===== src/sv/stc_pkg.sv =====
// Shared constants and types for the shuffle table combiner.
// Depends on nothing. Used by stc_front, stc_queue, stc_back and the top level.
`default_nettype none

package stc_pkg;

  localparam int WORD_W      = 16;
  localparam int CFG_W       = 14;
  localparam int TABLE_DEPTH = 8192;
  localparam int STACK_DEPTH = 8192;
  localparam int Q_DEPTH     = 4;

  // Table index, and a width that can hold the table depth itself.
  localparam int TBL_AW = (TABLE_DEPTH > 1) ? $clog2(TABLE_DEPTH) : 1;
  localparam int USE_W  = $clog2(TABLE_DEPTH + 1);

  // Stack index and stack fill count.
  localparam int STK_AW = (STACK_DEPTH > 1) ? $clog2(STACK_DEPTH) : 1;
  localparam int STK_CW = $clog2(STACK_DEPTH + 1);

  localparam int Q_AW = (Q_DEPTH > 1) ? $clog2(Q_DEPTH) : 1;
  localparam int Q_CW = $clog2(Q_DEPTH + 1);

  // Divider step counter.
  localparam int STEP_W = $clog2(WORD_W + 1);

  localparam logic [CFG_W-1:0] CFG_RESET = CFG_W'(8192);

  typedef enum logic {
    OP_FILL = 1'b0,
    OP_SHUF = 1'b1
  } op_t;

  typedef struct packed {
    op_t               op;
    logic [TBL_AW-1:0] addr;
    logic [WORD_W-1:0] word_a;
    logic [WORD_W-1:0] word_b;
  } q_entry_t;

endpackage

`default_nettype wire


===== src/sv/stc_queue.sv =====
// Short first-in first-out queue of table operations between front and back.
// Depends on stc_pkg.
`default_nettype none

module stc_queue (
  input  wire logic              clk,
  input  wire logic              rst_n,
  input  wire logic              wr_en,
  input  wire stc_pkg::q_entry_t wr_data,
  output logic                   full,
  input  wire logic              rd_en,
  output stc_pkg::q_entry_t      rd_data,
  output logic                   empty
);

  stc_pkg::q_entry_t            entry_r [stc_pkg::Q_DEPTH];
  logic [stc_pkg::Q_AW-1:0]     wr_ptr_r, wr_ptr_nxt;
  logic [stc_pkg::Q_AW-1:0]     rd_ptr_r, rd_ptr_nxt;
  logic [stc_pkg::Q_CW-1:0]     cnt_r, cnt_nxt;

  assign full    = (cnt_r == stc_pkg::Q_CW'(stc_pkg::Q_DEPTH));
  assign empty   = (cnt_r == '0);
  assign rd_data = entry_r[rd_ptr_r];

  always_comb begin
    wr_ptr_nxt = wr_ptr_r;
    rd_ptr_nxt = rd_ptr_r;
    cnt_nxt    = cnt_r;
    if (wr_en) begin
      wr_ptr_nxt = (wr_ptr_r == stc_pkg::Q_AW'(stc_pkg::Q_DEPTH - 1)) ? '0 : wr_ptr_r + 1'b1;
    end
    if (rd_en) begin
      rd_ptr_nxt = (rd_ptr_r == stc_pkg::Q_AW'(stc_pkg::Q_DEPTH - 1)) ? '0 : rd_ptr_r + 1'b1;
    end
    if (wr_en && !rd_en) begin
      cnt_nxt = cnt_r + 1'b1;
    end else if (rd_en && !wr_en) begin
      cnt_nxt = cnt_r - 1'b1;
    end
  end

  always_ff @(posedge clk) begin
    if (!rst_n) begin
      wr_ptr_r <= '0;
      rd_ptr_r <= '0;
      cnt_r    <= '0;
    end else begin
      wr_ptr_r <= wr_ptr_nxt;
      rd_ptr_r <= rd_ptr_nxt;
      cnt_r    <= cnt_nxt;
    end
  end

  always_ff @(posedge clk) begin
    if (wr_en) begin
      entry_r[wr_ptr_r] <= wr_data;
    end
  end

endmodule

`default_nettype wire


===== config.mk =====
export PLATFORM = sky130hd
export DESIGN_NAME = stc_queue
export DESIGN_NICKNAME = d
export VERILOG_FILES = /design/src/sv/stc_pkg.sv /design/src/sv/stc_queue.sv
export SDC_FILE = /design/constraint.sdc
export NUM_CORES = 1
export LEC_CHECK = 0
export ABC_AREA = 1
export BUFFER_PORTS_ARGS = -buffer_cell sky130_fd_sc_hd__buf_2
export CORE_ASPECT_RATIO = 0.9
export CORE_UTILIZATION = 57
export CTS_BUF_LIST = sky130_fd_sc_hd__clkbuf_16
export CTS_CLUSTER_SIZE = 28
export DETAILED_ROUTE_END_ITERATION = 6
export PLACE_DENSITY_LB_ADDON = 0.15
export SLEW_MARGIN = 20
export SYNTH_ARGS = -nofsm -noshare
export SYNTH_HDL_FRONTEND = slang
export SYNTH_SLANG_ARGS = --single-unit

===== constraint.sdc =====
create_clock -name clk -period 2.65 [get_ports clk]
set_input_delay 0.3975 -clock clk [delete_from_list [all_inputs] [get_ports clk]]
set_output_delay 0.3975 -clock clk [all_outputs]
set_load 0.02 [all_outputs]

=== Word-level counts from Yosys, hierarchy flattened ===
Memories as Yosys holds them, arrays and structs flattened. A register that Yosys moved wholly into a read port is not among the register bits.
Index checks and enable logic that the tools add are counted.

* Reductions and logical operators: 6
* Mux-type cells: 8
* Equality and inequality tests: 3
* Add/sub/neg operators: 4

{| class="wikitable"
|+ Operator list
! kind !! count
|-
| $mux W2 || 4
|-
| $mux W3 || 2
|-
| $add A2 B1 Y2 const B || 2
|-
| $eq A2 B2 Y1 const B || 2
|-
| $add A3 B1 Y3 const B || 1
|-
| $eq A3 B3 Y1 const B || 1
|-
| $logic_not A3 Y1 || 1
|-
| $sub A3 B1 Y3 const B || 1
|-
| $logic_and A1 B1 Y1 || 2
|-
| $logic_not A1 Y1 || 2
|-
| $mux W1 || 2
|-
| $reduce_bool A2 Y1 || 1
|}

* Word-level logic and storage cells: 25
* Input port bits: 50
* Memories kept: 1
* Memory bits (writable): 184
* Register bits: 7
* Output and inout bits: 48

{| class="wikitable"
|+ Memories
! memory !! words !! width !! rd ports !! clocked after memory_dff !! write ports !! RTL line !! source
|-
| entry_r || 4 || 46 || 1 || 1 || 1 || stc_queue.sv:16 || <nowiki>stc_pkg::q_entry_t entry_r [stc_pkg::Q_DEPTH];</nowiki>
|}

=== Longest topological paths before layout ===
* Depth after elaboration: 4
* Mapped depth: 10

=== Worst setup path after synthesis ===
No wires, ideal clock.

* Kind: register to register
* From: register wr_ptr_r[0] (netlist name)
* To: memory entry_r[3][0] (netlist name) (enable)
* Setup slack: 0.759 ns
* Buffers on the path: 0
* Data arrival time: 1.490 ns
* Clock period less this slack: 1.891 ns
* Library setup time: 0.400 ns
* Stages on the path, launching flop included: 4
* Cell sequence: dfxtp_1 ha_1 nand2_1 inv_1

{| class="wikitable"
|+ RTL lines
! what !! RTL line !! source
|-
| start, declared || stc_queue.sv:17 || <nowiki>logic [stc_pkg::Q_AW-1:0] wr_ptr_r, wr_ptr_nxt;</nowiki>
|-
| start signal, assigned || stc_queue.sv:48 || <nowiki>wr_ptr_r <= wr_ptr_nxt;</nowiki>
|-
| end, declared || stc_queue.sv:16 ||
|}

Straight into the memory's write port.

==> flow_metrics.env <==
export IMPL_status="finished clean"
export IMPL_crit_chain="buf_12 -> o21ai_0 -> o22ai_1 -> buf_2"
export IMPL_cp_data_arrival_time_ps=1890
export IMPL_syn_num_nets=561
export IMPL_synth_cell_types=21
export IMPL_regArea_sq_um=5710
export IMPL_hold_viol_final=0
export IMPL_drv_cap=0
export IMPL_cts_buffers=17
export IMPL_routedWlPerCell_microns=18.1
export IMPL_final_cells=776
export IMPL_post_place_cells=743
export IMPL_setup_tns_ps=0
export IMPL_p_leak_uw=0.00307
export IMPL_final_area_sq_um=8520
export IMPL_power_density_nw_per_um2=786
export IMPL_syn_avg_cell_area_sq_um=14.4
export IMPL_cts_htree_levels=4
export IMPL_grt_use_met3_pct=6.49
export IMPL_synth_seq_area_share_pct=78.4
export IMPL_min_period_over_period_pct=86.4
export IMPL_fillers=856
export IMPL_vias=4369
export IMPL_die_area_sq_um=13200
export IMPL_grt_pass1_wl_microns=21400
export IMPL_crit_fanout=78
export IMPL_max_freq_mhz=437
export IMPL_hpwl_microns=8060
export IMPL_synthesis_area_sq_um=7280
export IMPL_ys_ff_latch=193
export IMPL_rr_worst_depth=5
export IMPL_met1_usage_pct=28.3
export IMPL_initial_utilization_pct=59.4
export IMPL_grt_pass1_vias=4169
export IMPL_setup_viol=0
export IMPL_hold_buffers=0
export IMPL_final_util_pct=69.4
export IMPL_crit_type="flop to output pin"
export IMPL_slew_headroom_pct=61.7
export IMPL_r2r_end="entry_r[2][17]"
export IMPL_cts_sinks=193
export IMPL_r2r_start="wr_ptr_r[0]"
export IMPL_peakVddDrop_v=0.000493
export IMPL_ios=98
export IMPL_clk_latency_ps=420
export IMPL_grt_use_met2_pct=37.5
export IMPL_crit_path_end="rd_data[39]"
export IMPL_rsz0062_at_grt="false"
export IMPL_combPwrFrac_pct=11.1
export IMPL_p_int_uw=5170
export IMPL_drv_slew=0
export IMPL_ys_warn_count=0
export IMPL_crit_required_ps=2250
export IMPL_post_cts_resized=0
export IMPL_antenna_left=0
export IMPL_slowest_delay_ps=510
export IMPL_final_cell_mix="184 x edfxtp_1, 100 x nor2_1, 97 x buf_2"
export IMPL_clkPwrFrac_pct=36.2
export IMPL_synth_cells=504
export IMPL_cts_tree="built"
export IMPL_dpl_cell_area_sq_um=7950
export IMPL_busiest_layer="met2"
export IMPL_via_per_inst=5.63
export IMPL_final_nets=659
export IMPL_grt_ovfl_total=0
export IMPL_layout_min_cycle_time_ps=2290
export IMPL_r2r_slack_ps=960
export IMPL_antenna_found_initial=1
export IMPL_synthToLayoutAreaGrowth_pct=17.0
export IMPL_dr_pass1_iters=5
export IMPL_die_x_microns=121
export IMPL_tightest_slew_ps=573
export IMPL_critPathSlowestCell="dfxtp_2"
export IMPL_postCtsSetupRepairBufs=0
export IMPL_wl_microns=14100
export IMPL_row_count=38
export IMPL_core_area_sq_um=12300
export IMPL_p_sw_share_pct=22.9
export IMPL_clkTransAtPathRegs_ps=70
export IMPL_end_kind="output pin"
export IMPL_drive_above_1_share_pct=22.0
export IMPL_p_sw_uw=1530
export IMPL_mostFrequentLayoutCell="edfxtp_1"
export IMPL_drc=0
export IMPL_first_iter_violations=293
export IMPL_grt_max_degree=79
export IMPL_die_h_microns=109
export IMPL_clk_path_buf_depth=2
export IMPL_grtUsageTotal_pct=22.6
export IMPL_power_uw=6700
export IMPL_holdCritPathClass="input port to flop"
export IMPL_port_buffers=97
export IMPL_multi_input_area_sq_um=1320
export IMPL_root_buffer="clkbuf_16"
export IMPL_start_kind="flop"
export IMPL_gp_congestion=0.706
export IMPL_skew_ps=7.85
export IMPL_sequentialPowerShare_pct=52.7
-- Yosys cell counts (all sizes together) --
| cell type | instances | area, sq um |
|---|---|---|
| xor2 | 1 | 8.76 |
| a21oi | 3 | 15.0 |
| edfxtp | 184 | 5530 |
| o21ai | 95 | 475 |
| nor3 | 4 | 20.0 |
| ha | 6 | 75.1 |
| nand3 | 1 | 5.00 |
| fa | 1 | 20.0 |
| dfxtp | 9 | 180 |
| nand2 | 8 | 30.0 |
| clkbuf | 11 | 41.3 |
| nor2 | 100 | 375 |
| clkinv | 1 | 3.75 |
| nand4 | 1 | 6.26 |
| inv | 15 | 56.3 |
| buf | 18 | 155 |
| o22ai | 46 | 288 |
-- power by group through the flow --
stage               Combinational, uW  Sequential (uW)  Clock (uW)
finish                            745             3530        2420
global route                      811             3540        2570
CTS                               752             3530        2460
detailed placement                750             3590           0
global placement                  729             3590           0
floorplan                         475             3580           0
-- final cells by class --
cell class,instances,share of cell area (%)
diodes,2,0.0588
clock buffers,17,4.99
clock inverters,14,1.56
inverters,16,0.705
multi-input cells,266,15.5
flip-flops and latches,193,67.0
well taps,160,2.35
repair buffers,108,7.84
-- flip-flops by register name, summed over array words and instances (netlist names), named ones only --
name / count
cnt_r: 3
wr_ptr_r: 2
entry_r: 184
rd_ptr_r: 2
-- per-layer routing --
| layer | vias up | part of all wire (%) |
|---|---|---|
| met5 | - | 0 |
| met4 | 0 | 1.5 |
| met3 | 14 | 6.6 |
| met2 | 132 | 49 |
| met1 | 2141 | 42 |
| li1 | 2082 | - |
-- per-stage QoR --
stage / setup WS, ps / hold WS, ps
5_1_grt: 258 / 171
3_5_place_dp: 807 / 538
3_3_place_gp: 875 / 506
6_report: 360 / 189
2_1_floorplan: 759 / 490
4_1_cts: 350 / 170
-- cells by family after synthesis --
| family | synth area share [%] |
|---|---|
| and+or+nand+nor | 6.00 |
| buffers and inverters | 3.52 |
| AOI/OAI and AO/OA | 10.7 |
| xor gates and xnor gates | 0.120 |
| adders and majority gates | 1.31 |
| DFF | 78.4 |
-- worst min-delay path by stage --
| stage | from | to | cells after the start |
|---|---|---|---|
| 2_1_floorplan | wr_ptr_r[1] | wr_ptr_r[1] | 2 |
| 3_3_place_gp | wr_ptr_r[1] | wr_ptr_r[1] | 2 |
| 3_5_place_dp | cnt_r[1] | cnt_r[1] | 2 |
| 4_1_cts | wr_data[33] | entry_r[3][33] | 1 |
| 5_1_grt | wr_data[28] | entry_r[0][28] | 1 |
| 6_report | wr_data[33] | entry_r[3][33] | 1 |
-- worst max-delay path: cells and delay by family (launching register included) --
kind	cells	cell delay, ps
DFF	1	510
buffers and inverters	2	560
AOI/OAI and AO/OA	2	390
Power figures use the tool's default switching activity.
